$ cat src/rtl/core/text_console_cursor_escape_unit_assert.svh
// Assertion macros for the text console cursor and escape unit.
// Both macros sample on aclk and stay quiet while aresetn is low.
`ifndef TEXT_CONSOLE_CURSOR_ESCAPE_UNIT_ASSERT_SVH
`define TEXT_CONSOLE_CURSOR_ESCAPE_UNIT_ASSERT_SVH

// Check that a condition holds at every clock edge.
`define TCCE_ALWAYS(label, cond) \
    label: assert property (@(posedge aclk) disable iff (!aresetn) (cond)) \
        else $error("tcce invariant violated");

// Check that a consequent holds whenever an antecedent holds.
`define TCCE_IMPLIES(label, ante, cons) \
    label: assert property (@(posedge aclk) disable iff (!aresetn) (ante) |-> (cons)) \
        else $error("tcce implication violated");

`endif

$ cat src/rtl/core/tcce_pkg.sv
`timescale 1ns / 1ps
// ----------------------------------------------------------------------------
// tcce_pkg
// Shared types, character codes and helpers for the text console cursor and
// escape unit.
// ----------------------------------------------------------------------------
package tcce_pkg;

    // Character codes recognized by the parser
    localparam logic [7:0] CHAR_LF       = 8'h0a;
    localparam logic [7:0] CHAR_CR       = 8'h0d;
    localparam logic [7:0] CHAR_ESC      = 8'h1b;
    localparam logic [7:0] CHAR_D        = 8'h44;
    localparam logic [7:0] CHAR_LBRACKET = 8'h5b;
    localparam logic [7:0] CHAR_ZERO     = 8'h30;
    localparam logic [7:0] CHAR_NINE     = 8'h39;
    localparam logic [31:0] DEC_BASE     = 32'd10;

    // Configuration register indexes
    localparam int unsigned CFG_INDEX_W = 8;
    localparam int unsigned CFG_DATA_W  = 9;
    localparam logic [CFG_INDEX_W-1:0] CFG_TEXT_COLUMNS = 8'd0;
    localparam logic [CFG_INDEX_W-1:0] CFG_TEXT_ROWS    = 8'd1;

    // Register reset values
    localparam logic [8:0] COLUMNS_RESET = 9'd80;
    localparam logic [7:0] ROWS_RESET    = 8'd30;

    // Screen size limits: parameter defaults and field-width ceilings
    localparam int DEF_MAX_COLUMNS = 256;
    localparam int DEF_MAX_ROWS    = 128;
    localparam int HW_COL_LIMIT    = 256;
    localparam int HW_ROW_LIMIT    = 128;

    // Parser and cursor state
    typedef struct packed {
        logic        in_escape;
        logic [31:0] escape_number;
        logic [7:0]  cursor_column;
        logic [6:0]  cursor_row;
    } tcce_state_t;

    // One result item
    typedef struct packed {
        logic       draw_valid;
        logic [7:0] glyph_code;
        logic [7:0] draw_column;
        logic [6:0] draw_row;
        logic       scroll_up;
    } tcce_result_t;

    // Effective column count: zero counts as one, clamp to the limit
    function automatic logic [8:0] eff_columns(input logic [8:0] raw, input logic [8:0] lim);
        logic [8:0] c;
        c = (raw == 9'd0) ? 9'd1 : raw;
        if (c > lim) c = lim;
        return c;
    endfunction

    // Effective row count: zero counts as one, clamp to the limit
    function automatic logic [7:0] eff_rows(input logic [7:0] raw, input logic [7:0] lim);
        logic [7:0] r;
        r = (raw == 8'd0) ? 8'd1 : raw;
        if (r > lim) r = lim;
        return r;
    endfunction

endpackage

$ cat src/rtl/core/tcce_step.sv
`timescale 1ns / 1ps
// ----------------------------------------------------------------------------
// tcce_step
// Next-state and result logic for one character: escape parsing, cursor
// advance, column wrap and row scroll.
// ----------------------------------------------------------------------------
module tcce_step import tcce_pkg::*; (
    input  logic [7:0]   char_byte,
    input  tcce_state_t  state_cur,
    input  logic [8:0]   cols_eff,
    input  logic [7:0]   rows_eff,
    output tcce_state_t  state_next,
    output tcce_result_t result
);

    logic        draw;
    logic        esc_next;
    logic [31:0] num_next;
    logic [8:0]  x;
    logic [8:0]  x_adv;
    logic [7:0]  y;
    logic [7:0]  y_adv;
    logic        scroll;
    logic [6:0]  row_out;

    // Decode the byte against the parser mode
    always_comb begin
        draw     = 1'b0;
        esc_next = state_cur.in_escape;
        num_next = state_cur.escape_number;
        x        = {1'b0, state_cur.cursor_column};
        y        = {1'b0, state_cur.cursor_row};
        if (!state_cur.in_escape) begin
            case (char_byte) inside
                CHAR_LF, CHAR_CR: begin
                    x = 9'd0;
                    y = y + 8'd1;
                end
                CHAR_ESC: begin
                    num_next = 32'd0;
                    esc_next = 1'b1;
                end
                default: begin
                    draw = 1'b1;
                end
            endcase
        end else begin
            case (char_byte) inside
                [CHAR_ZERO:CHAR_NINE]: begin
                    num_next = state_cur.escape_number * DEC_BASE
                             + {28'd0, char_byte[3:0]};
                end
                CHAR_D: begin
                    if (state_cur.escape_number <= {24'd0, state_cur.cursor_column}) begin
                        x = {1'b0, state_cur.cursor_column - state_cur.escape_number[7:0]};
                    end
                    esc_next = 1'b0;
                end
                CHAR_LBRACKET: begin
                    // ignored
                end
                default: begin
                    draw     = 1'b1;
                    esc_next = 1'b0;
                end
            endcase
        end
    end

    // Advance, wrap the column and scroll at the bottom row
    always_comb begin
        x_adv  = draw ? x + 9'd1 : x;
        y_adv  = y;
        scroll = 1'b0;
        if (x_adv >= cols_eff) begin
            x_adv = 9'd0;
            y_adv = y + 8'd1;
        end
        if (y_adv >= rows_eff) begin
            y_adv  = rows_eff - 8'd1;
            scroll = 1'b1;
        end
    end

    assign row_out = y[6:0];

    assign state_next.in_escape     = esc_next;
    assign state_next.escape_number = num_next;
    assign state_next.cursor_column = x_adv[7:0];
    assign state_next.cursor_row    = y_adv[6:0];

    assign result.draw_valid  = draw;
    assign result.glyph_code  = draw ? char_byte : 8'd0;
    assign result.draw_column = draw ? x[7:0] : 8'd0;
    assign result.draw_row    = draw ? row_out : 7'd0;
    assign result.scroll_up   = scroll;

endmodule

$ cat src/rtl/core/text_console_cursor_escape_unit.sv
`timescale 1ns / 1ps
// ----------------------------------------------------------------------------
// text_console_cursor_escape_unit
// Text cursor tracker with a small escape parser for a character console.
// ----------------------------------------------------------------------------
// Usage:
//   s_ channel: one character byte per transfer in s_tdata.
//   m_ channel: one result per byte. m_tuser is draw_valid; m_tdata carries
//   glyph code, draw column, draw row and the scroll flag.
//   cfg_ channel: cfg_index 0 writes text_columns, 1 writes text_rows; other
//   indexes are dropped. A write clamps the cursor into the new screen.
//   Write configuration only while no byte is in flight.
// Timing:
//   An input transfer reaches m_tvalid through the input register, where
//   the byte sits, then the output register, which the decode and cursor
//   update load once the output stage is free.
//   Throughput is one byte per cycle while m_tready is high; the cursor and
//   escape state update combinationally, so consecutive bytes never wait on each other.
// Reset:
//   aresetn low empties both registers, sets an 80 by 30 screen, puts the
//   cursor at column 0 row 0 and leaves escape mode.
// Stall:
//   With m_tready low the result holds; one more byte is taken into the
//   input register, after which s_tready drops until the result leaves.
// ----------------------------------------------------------------------------
`include "text_console_cursor_escape_unit_assert.svh"

module text_console_cursor_escape_unit import tcce_pkg::*; #(
    parameter int MAX_COLUMNS = DEF_MAX_COLUMNS,
    parameter int MAX_ROWS    = DEF_MAX_ROWS
) (
    input  logic                   aclk,
    input  logic                   aresetn,
    // input bytes
    input  logic                   s_tvalid,
    output logic                   s_tready,
    input  logic [7:0]             s_tdata,   // [7:0] char_byte
    // results
    output logic                   m_tvalid,
    input  logic                   m_tready,
    output logic [23:0]            m_tdata,   // [7:0] glyph_code, [15:8] draw_column,
                                              // [22:16] draw_row, [23] scroll_up
    output logic                   m_tuser,   // [0] draw_valid
    // configuration writes
    input  logic                   cfg_valid,
    output logic                   cfg_ready,
    input  logic [CFG_INDEX_W-1:0] cfg_index,
    input  logic [CFG_DATA_W-1:0]  cfg_data
);

    localparam int COL_LIMIT = (MAX_COLUMNS < HW_COL_LIMIT) ? MAX_COLUMNS : HW_COL_LIMIT;
    localparam int ROW_LIMIT = (MAX_ROWS < HW_ROW_LIMIT) ? MAX_ROWS : HW_ROW_LIMIT;
    localparam logic [8:0] COL_LIMIT_W = 9'(COL_LIMIT);
    localparam logic [7:0] ROW_LIMIT_W = 8'(ROW_LIMIT);

    logic         in_valid_reg, in_valid_next;
    logic [7:0]   in_byte_reg, in_byte_next;
    logic         out_valid_reg, out_valid_next;
    tcce_result_t out_reg, out_next;
    tcce_state_t  state_reg, state_next;
    logic [8:0]   columns_reg, columns_next;
    logic [7:0]   rows_reg, rows_next;

    logic         advance;
    logic         s_xfer;
    logic [8:0]   cols_eff;
    logic [7:0]   rows_eff;
    logic [8:0]   cols_new;
    logic [7:0]   rows_new;
    tcce_state_t  step_state;
    tcce_result_t step_result;

    // Move the held byte into the output stage when that stage frees up
    assign advance   = in_valid_reg && (!out_valid_reg || m_tready);
    assign s_tready  = !in_valid_reg || advance;
    assign s_xfer    = s_tvalid && s_tready;
    assign cfg_ready = 1'b1;

    assign cols_eff = eff_columns(columns_reg, COL_LIMIT_W);
    assign rows_eff = eff_rows(rows_reg, ROW_LIMIT_W);

    tcce_step u_step (
        .char_byte  (in_byte_reg),
        .state_cur  (state_reg),
        .cols_eff   (cols_eff),
        .rows_eff   (rows_eff),
        .state_next (step_state),
        .result     (step_result)
    );

    // Decode configuration writes
    always_comb begin
        columns_next = columns_reg;
        rows_next    = rows_reg;
        if (cfg_valid) begin
            unique case (cfg_index)
                CFG_TEXT_COLUMNS: columns_next = cfg_data;
                CFG_TEXT_ROWS:    rows_next    = cfg_data[7:0];
                default:          ;
            endcase
        end
    end

    assign cols_new = eff_columns(columns_next, COL_LIMIT_W);
    assign rows_new = eff_rows(rows_next, ROW_LIMIT_W);

    // Pick the next cursor and parser state: clamp on a write, step on advance
    always_comb begin
        state_next = state_reg;
        if (cfg_valid) begin
            if ({1'b0, state_reg.cursor_column} >= cols_new) begin
                state_next.cursor_column = 8'(cols_new - 9'd1);
            end
            if ({1'b0, state_reg.cursor_row} >= rows_new) begin
                state_next.cursor_row = 7'(rows_new - 8'd1);
            end
        end else if (advance) begin
            state_next = step_state;
        end
    end

    // Hold or load the input and output stages
    always_comb begin
        in_valid_next = in_valid_reg;
        in_byte_next  = in_byte_reg;
        if (s_xfer) begin
            in_valid_next = 1'b1;
            in_byte_next  = s_tdata;
        end else if (advance) begin
            in_valid_next = 1'b0;
        end
        out_valid_next = out_valid_reg;
        out_next       = out_reg;
        if (advance) begin
            out_valid_next = 1'b1;
            out_next       = step_result;
        end else if (m_tready) begin
            out_valid_next = 1'b0;
        end
    end

    always_ff @(posedge aclk) begin
        if (!aresetn) begin
            in_valid_reg  <= 1'b0;
            out_valid_reg <= 1'b0;
            state_reg     <= '0;
            columns_reg   <= COLUMNS_RESET;
            rows_reg      <= ROWS_RESET;
        end else begin
            in_valid_reg  <= in_valid_next;
            out_valid_reg <= out_valid_next;
            state_reg     <= state_next;
            columns_reg   <= columns_next;
            rows_reg      <= rows_next;
        end
    end

    // Payload registers carry no reset
    always_ff @(posedge aclk) begin
        in_byte_reg <= in_byte_next;
        out_reg     <= out_next;
    end

    assign m_tvalid = out_valid_reg;
    assign m_tuser  = out_reg.draw_valid;
    assign m_tdata  = {out_reg.scroll_up, out_reg.draw_row,
                       out_reg.draw_column, out_reg.glyph_code};

    // Cursor stays inside the effective screen
    `TCCE_ALWAYS(a_column_in_range, {1'b0, state_reg.cursor_column} < cols_eff)
    `TCCE_ALWAYS(a_row_in_range, {1'b0, state_reg.cursor_row} < rows_eff)
    // A result without a glyph carries zero glyph, column and row
    `TCCE_IMPLIES(a_idle_draw_zero, out_valid_reg && !out_reg.draw_valid,
        m_tdata[22:0] == 23'd0)

endmodule

$ cat config.mk
export PLATFORM = sky130hd
export DESIGN_NAME = text_console_cursor_escape_unit
export DESIGN_NICKNAME = d
export VERILOG_FILES = /design/src/rtl/core/tcce_pkg.sv /design/src/rtl/core/tcce_step.sv /design/src/rtl/core/text_console_cursor_escape_unit.sv
export VERILOG_INCLUDE_DIRS = /design/src /design/src/rtl/core
export SDC_FILE = /design/constraint.sdc
export NUM_CORES = 1
export LEC_CHECK = 0
export BUFFER_PORTS_ARGS = -buffer_cell sky130_fd_sc_hd__buf_2
export CAP_MARGIN = 25
export CORE_ASPECT_RATIO = 0.9
export CORE_UTILIZATION = 60
export CTS_CLUSTER_DIAMETER = 150
export CTS_CLUSTER_SIZE = 25
export DETAILED_ROUTE_END_ITERATION = 7
export PLACE_DENSITY = 0.79
export SYNTH_ARGS = -nofsm -noshare
export SYNTH_HDL_FRONTEND = slang
export SYNTH_SLANG_ARGS = --single-unit
$ cat constraint.sdc
create_clock -name aclk -period 7.1 [get_ports aclk]
set_input_delay 1.065 -clock aclk [delete_from_list [all_inputs] [get_ports aclk]]
set_output_delay 1.065 -clock aclk [all_outputs]
set_load 0.01 [all_outputs]
==> results.py, run 1 <==
metrics = {
    "die": {
        "rows": 41,
        "die_area_sq_um": 15300,
        "die_h_um": 117,
        "start_util_pct": 62.5,
        "die_w_um": 130,
        "num_io_pins": 58,
        "fp.coreArea_sq_um": 14200,
    },
    "synth": {
        "syn-instance-count": 1067,
        "post_synthesis_instance_area_sq_um": 8880,
        "cell_types_with_the_largest_area_share_after_synthesis": "ha_1 (16%), dfxtp_1 (15%), edfxtp_1 (11%)",
        "yosys_warnings": 0,
        "synthesis.nets": 1211,
        "postSynthRegisterBits": 100,
        "top_cell_type_by_total_area_after_synthesis": "ha_1",
        "async_s_r_ff_share_synth_pct": 0,
        "synth.lib_cells_used.distinct": 84,
        "synth.yosys.seq_area_share_pct": 26.3,
        "synth.most_common_cell": "nand2_1",
        "syn_avg_cell_area_sq_um": 8.32,
        "synth_edf_count": 33,
        "commonest_cells_in_the_netlist": "nand2_1 (116), ha_1 (111), nor2_1 (90)",
        "ys.flop_type": "dfxtp_1",
        "synth_top_area_share_pct": 15.6,
    },
    "routing": {
        "vias": 8192,
        "drt-wirelength-per-cell_um": 17.5,
        "drt.antenna.violating_nets": 0,
        "detail_route.drc_violations": 0,
        "detail_route.first_pass.iterations": 6,
        "detail_route.iter0.violations": 765,
        "finalWirelength_mm": 22.7,
        "routed_via_density": 6.30,
    },
    "grt": {
        "grt_pass1_wl_mm": 37.0,
        "grt_antenna_before_repair": 0,
        "residual_overflow_from_global_routing": 0,
        "maximum_number_of_pins_on_one_net_before_global_route_repair": 35,
        "first_global_vias": 7431,
        "grtUsageTotal_pct": 30.1,
    },
    "cells_and_area": {
        "final_layout_size_suffix_gt1_share_pct": 9.76,
        "sequential_cell_area_sq_um": 2330,
        "fillers": 1204,
        "utilization_pct": 67.6,
        "largest_register_ff_count": 48,
        "syn_to_final_growth_pct": 8.26,
        "combined_area_of_the_multi_input_logic_cells_sq_um": 6220,
        "nets": 1246,
        "stdcell_area_sq_um": 9610,
        "antennaDiodeCount": 0,
    },
    "power": {
        "power.density_nw_per_um2": 141,
        "vdd_ir_drop_max_mv": 0.119,
        "power.leakage_nw": 4.18,
    },
    "worst_setup_path": {
        "cp-start-kind": "flop",
        "critPathKind": "reg -> reg",
        "data_required_critical_path_ps": 7330,
        "worstSetupEndpointType": "flop",
        "ff2ff_path_depth": 27,
        "worstPathMaxFanout": 14,
        "timing.critical_path.arrival_ps": 6750,
    },
    "sta": {
        "timing_worst_slew_pin_value_ps": 945,
        "timing.final.crit_share_pct": 91.7,
        "number_of_setup_violations_in_the_final_report": 0,
        "post_route_setup_tns_ps": 0,
        "clock-skew-final_ps": 9.82,
        "report.final.hold_viol_count": 0,
        "layout_min_cycle_time_ps": 6510,
        "rsz_0062_raised_after_global_routing": "no",
        "maxClockFrequency_mhz": 154,
        "maxSlewHeadroom_pct": 35.2,
        "timing.final.max_slew_violations": 0,
    },
    "job": {
        "max-cap-violations": 0,
    },
    "placement": {
        "dpl_cell_area_sq_um": 9300,
        "dp_hpwl_mm": 17.3,
        "gpl.final_weighted_congestion": 0.875,
        "port-buffer-count": 56,
    },
    "clock_tree": {
        "cts.repair.resized": 0,
        "tritoncts_clock_tree": "yes",
        "hold_buffers": 0,
        "cts_root_buffer": "clkbuf_16",
        "cts_inserted_buffers": 9,
        "postCtsSetupBuffers": 0,
        "cts_buffer_depth": 2,
        "path_clk_slew_ps": 80,
        "tritoncts_num_sinks": 100,
        "htree_levels": 3,
        "clk-insertion-delay-late_ps": 360,
    },
    "min_path": {
        "timing.hold.worst_path_depth": 2,
        "worst_hold_path_type": "reg -> reg",
    },
    "run_status": {
        "status": "completed",
    },
}
-- cells by family (layout without fill, tap and decap cells) --
kind of cell / count (synthesis) / in the layout / synth area share [%]
buffers and inverters: 85 / 125 / 3.68
AND/OR/NAND/NOR: 392 / 392 / 22.1
adder cells (fa/ha/maj): 114 / 114 / 16.3
XOR/XNOR: 82 / 82 / 8.33
AO/OA/AOI/OAI: 266 / 266 / 20.1
multiplexers: 27 / 27 / 3.14
flip-flops: 100 / 100 / 26.3
other: 1 / 1 / 0.0422
-- routing by layer --
metal	vias up	wire length [um]	track usage [%]
met2	311	10000	45.6
met4	0	239	6.47
li1	3976	-	-
met1	3879	10800	44.9
met3	26	1590	3.97
met5	-	0	0
-- metrics by stage --
step	instances	hold WS, ps	power [mW]	setup WS, ps
after CTS	1300	495	1.35	467
final	1300	497	1.35	586
after global routing	1300	535	1.40	179
after global placement	1284	447	0.849	595
after detailed placement	1284	470	0.854	543
after floorplan	1067	426	0.790	830
-- worst max-delay path, cell delays in order, from the launching register on --
cell and delay, ps:
edfxtp_1 480, or4b_1 540, or3_1 360, nor4_2 350, nand4_1 220, mux2_2 360, nor2_1 150, ha_1 190
nand2_1 130, nor3_4 180, xor2_2 210, ha_1 260, o21a_1 160, o21a_1 180, o31a_1 100, a311oi_1 250
buf_4 200, mux2_2 350, ha_1 280, a21o_1 110, a21o_1 110, a211oi_1 70, o21a_1 210, nor2_2 410
nand2_1 110, o21a_1 130, o2111ai_1 170, o21ai_0 120
-- layout by cell type (no fill, tap or decap), drive strengths merged, types with 5 or more instances in the layout --
| cell | count |
|---|---|
| o211ai | 10 |
| nor2b | 8 |
| o211a | 5 |
| nand2 | 116 |
| or3 | 9 |
| a211oi | 17 |
| nand3 | 29 |
| mux2i | 23 |
| nor4 | 15 |
| nand4 | 23 |
| o21ai | 57 |
| a22oi | 18 |
| nor2 | 91 |
| edfxtp | 33 |
| dfxtp | 67 |
| nand2b | 19 |
| o21a | 12 |
| clkinv | 5 |
| ha | 111 |
| inv | 47 |
| xor2 | 35 |
| and2 | 19 |
| clkbuf | 9 |
| nor3 | 26 |
| buf | 64 |
| a21o | 20 |
| o21bai | 5 |
| and4 | 6 |
| nor3b | 5 |
| nor4b | 5 |
| and3 | 6 |
| xnor2 | 46 |
| a21oi | 72 |
-- worst paths after layout --
path	startpoint	end	slack, ps
worst min register to register	state_reg[46]	state_reg[46]	500
worst min-delay path	state_reg[46]	state_reg[46]	500
worst max register to register	in_byte_reg[1]	state_reg[3]	590
worst max-delay path	in_byte_reg[1]	state_reg[3]	590
-- final cells by class --
type / instances / share of cell area, %
Multi-Input combinational cell: 882 / 64.8
Sequential cell: 100 / 24.3
Timing Repair Buffer: 64 / 3.54
Tap cell: 193 / 2.51
Clock buffer: 9 / 2.34
Inverter: 45 / 1.76
Clock inverter: 7 / 0.820
-- report_power, final --
| part | total [mW] | switching, mW | internal, mW | leakage, nW |
|---|---|---|---|---|
| clock network | 0.501 | 0.250 | 0.251 | 0.150 |
| registers | 0.636 | 0.0232 | 0.613 | 0.855 |
| logic | 0.214 | 0.126 | 0.0872 | 3.18 |
Power figures use the tool's default switching activity.
==> run 2, diff against run 1 <==
--- a/config.mk
+++ b/config.mk
@@ -16,4 +16,5 @@
 export PLACE_DENSITY = 0.79
 export SYNTH_ARGS = -nofsm -noshare
 export SYNTH_HDL_FRONTEND = slang
+export SYNTH_HIERARCHICAL = 1
 export SYNTH_SLANG_ARGS = --single-unit
==> run 2 against run 1 <==
Effect of this change:
- first-iteration DRC count decreased by 5.1%
- worst hold slack improved by 17 ps
- die area increased by 12%
- power decreased by 1.9%
- register-to-register slack got worse by 180 ps
- critical path depth increased by 6
- combinational power decreased by 23%
- fmax decreased by 2.7%
- global-route usage increased by 1.2 points
- flip-flop and latch count unchanged
- cell area increased by 11%
- critical path type unchanged
- largest power group unchanged
==> results.py, run 2 <==
metrics = {
    "run_status": {
        "status": "completed",
    },
    "worst_setup_path": {
        "worstSetupEndpointType": "flop",
        "cp_common_cell": "a21o_1",
        "critPathKind": "reg -> reg",
        "worstPathMaxFanout": 6,
        "rrSetupSlack_ps": 410,
        "cp.depth": 33,
        "critPathSlowestCell": "dfxtp_1",
        "worst_r2r_end": "state_reg[5]",
        "ff2ff_path_depth": 33,
        "timing.critical_path.arrival_ps": 6980,
        "r2r-start": "state_reg[12]",
        "worst_setup_path_endpoint": "state_reg[5]",
        "path_delay_family": "compound AO/OA/AOI/OAI gates",
        "timing.critical_path.from": "state_reg[12]",
        "cp_num_buf_inv": 1,
        "max_stage_delay_ps": 380,
        "data_required_critical_path_ps": 7380,
        "cp-start-kind": "flop",
    },
    "synth": {
        "synth_edf_count": 33,
        "async_s_r_ff_share_synth_pct": 0,
        "ys.flop_type": "dfxtp_1",
        "synth.most_common_cell": "nand2_1",
        "syn_avg_cell_area_sq_um": 8.01,
        "synth.lib_cells_used.distinct": 95,
        "top_cell_type_by_total_area_after_synthesis": "ha_1",
        "synthesis.nets": 1390,
        "yosys_warnings": 6,
        "cell_types_with_the_largest_area_share_after_synthesis": "ha_1 (14%), dfxtp_1 (13%), edfxtp_1 (9.9%)",
        "post_synthesis_instance_area_sq_um": 9970,
        "synth_top_area_share_pct": 14.1,
        "synth.yosys.seq_area_share_pct": 23.4,
        "postSynthRegisterBits": 100,
        "commonest_cells_in_the_netlist": "nand2_1 (151), ha_1 (112), nor2_1 (97)",
        "syn-instance-count": 1245,
    },
    "cells_and_area": {
        "nets": 1416,
        "syn_to_final_growth_pct": 7.41,
        "final-instance-count-excl-fill": 1483,
        "largest_register_ff_count": 48,
        "utilization_pct": 66.1,
        "layout_commonest_cell": "nand2_1",
        "final_cell_mix": "nand2_1 (151), ha_1 (112), nor2_1 (96), a21oi_1 (83), dfxtp_1 (66)",
        "final_layout_size_suffix_gt1_share_pct": 11.1,
        "stdcell_area_sq_um": 10700,
        "antennaDiodeCount": 0,
    },
    "routing": {
        "detail_route.first_pass.iterations": 5,
        "finalWirelength_mm": 26.5,
        "detail_route.iter0.violations": 726,
        "detail_route.drc_violations": 0,
        "drt-wirelength-per-cell_um": 17.8,
        "routed_via_density": 6.33,
        "vias": 9386,
        "drt.antenna.violating_nets": 0,
    },
    "die": {
        "die_h_um": 124,
        "num_io_pins": 58,
        "die_w_um": 138,
        "start_util_pct": 61.6,
        "rows": 44,
        "die_area_sq_um": 17100,
        "fp.coreArea_sq_um": 16200,
    },
    "placement": {
        "port-buffer-count": 56,
        "placed_instances": 1464,
        "dpl_cell_area_sq_um": 10300,
        "dp_hpwl_mm": 19.8,
        "gpl.final_weighted_congestion": 0.935,
    },
    "sta": {
        "holdWs_ps": 514,
        "number_of_setup_violations_in_the_final_report": 0,
        "timing.final.crit_share_pct": 94.3,
        "maxSlewHeadroom_pct": 30.8,
        "clock-skew-final_ps": 9.71,
        "maxClockFrequency_mhz": 149,
        "layout_min_cycle_time_ps": 6690,
        "report.final.hold_viol_count": 0,
        "timing.final.max_slew_violations": 0,
        "timing_worst_slew_pin_value_ps": 1040,
    },
    "clock_tree": {
        "cts_root_buffer": "clkbuf_16",
        "path_clk_slew_ps": 80,
        "clk-insertion-delay-late_ps": 360,
        "hold_buffers": 0,
        "cts_inserted_buffers": 9,
        "htree_levels": 3,
        "cts_buffer_depth": 2,
        "tritoncts_clock_tree": "yes",
        "tritoncts_num_sinks": 100,
    },
    "power": {
        "switching_power_mw": 0.370,
        "vdd_ir_drop_max_mv": 0.144,
        "power.density_nw_per_um2": 124,
        "p_comb_share_pct": 12.3,
        "switching_share_pct": 27.9,
        "pwr-share-seq_pct": 46.9,
        "internal_power_mw": 0.956,
        "clock_power_share_pct": 40.8,
        "power.leakage_nw": 4.65,
    },
    "min_path": {
        "timing.hold.worst_path_depth": 2,
        "worst_hold_path_type": "reg -> reg",
    },
    "grt": {
        "residual_overflow_from_global_routing": 0,
        "grtUsageTotal_pct": 31.3,
        "maximum_number_of_pins_on_one_net_before_global_route_repair": 56,
        "grt_pass1_wl_mm": 43.1,
        "first_global_vias": 8753,
        "grt_antenna_before_repair": 0,
    },
    "job": {
        "max-cap-violations": 0,
    },
}
[run 2: cell types whose count changed in the layout (fill, tap and decap cells not counted), moves of 9 or more]
| cell | change |
|---|---|
| nand2_1 | +35 |
| a22oi_1 | -16 |
| inv_1 | +21 |
| mux2i_1 | +11 |
| nor2b_1 | +30 |
| o31ai_1 | +9 |
| and3_1 | +10 |
| a21oi_1 | +13 |
[run 2: timing repair]
item,CTS,global route
endpoints found under the hold margin,0,0
setup endpoints to repair,0,7
gates resized for setup,0,7
buffers inserted,0,2
[run 2: metrics by stage]
stage	setup WS (ps)	TNS [ps]	total power [mW]
after detailed placement	247	0	0.789
final	405	0	1.33
after floorplan	504	0	0.736
after global placement	469	0	0.785
after CTS	228	0	1.32
after global routing	-24.3	-24.3	1.37
[run 2: per-layer routing]
metal	GRT usage [%]	wire (um)	share of wire [%]
met1	41.9	11900	45
met2	50.2	12300	46
met3	2.89	1520	5.8
met4	14.3	806	3.0
met5	0	0	0
[run 2: how the worst min path moves through the flow]
stage,start,to
2_1_floorplan,state_reg[46],state_reg[46]
3_3_place_gp,in_byte_reg[7],m_tdata[7]
3_5_place_dp,state_reg[45],state_reg[45]
4_1_cts,state_reg[45],state_reg[45]
5_1_grt,in_byte_reg[7],m_tdata[7]
6_report,state_reg[45],state_reg[45]
[run 2: cells by family (layout without fill, tap and decap cells)]
logic type                 count (synthesis)  in the layout  synth area share (%)
and+or+nand+nor                          491            491                  25.2
xor gates and xnor gates                  74             74                  6.58
AOI/OAI and AO/OA                        301            301                  20.5
buffers and inverters                    119            150                  5.02
DFF                                      100            100                  23.4
muxes                                     44             44                  4.59
other                                      1              1                0.0376
adders and majority gates                115            115                  14.7
[run 2: worst min-delay path: cells and delay by family (launching register included)]
kind | cells | cell delay [ps]
AO/OA/AOI/OAI | 1 | 60
AND/OR/NAND/NOR | 1 | 70
flip-flops | 1 | 350
[run 2: final cells by class]
class	count	area, sq um
clock buffer	9	225
clock inverter	7	103
fill	1425	5480
inverter	65	244
multi-input combinational	1026	7160
sequential	100	2330
tap	207	259
timing repair buffer	69	378
[run 2: power by group through the flow]
| stage | Combinational, mW | Clock [mW] | Sequential, mW |
|---|---|---|---|
| after floorplan | 0.103 | 0 | 0.633 |
| after global placement | 0.152 | 0 | 0.633 |
| after detailed placement | 0.155 | 0 | 0.634 |
| after CTS | 0.157 | 0.547 | 0.621 |
| after global routing | 0.180 | 0.569 | 0.623 |
| final | 0.164 | 0.541 | 0.621 |
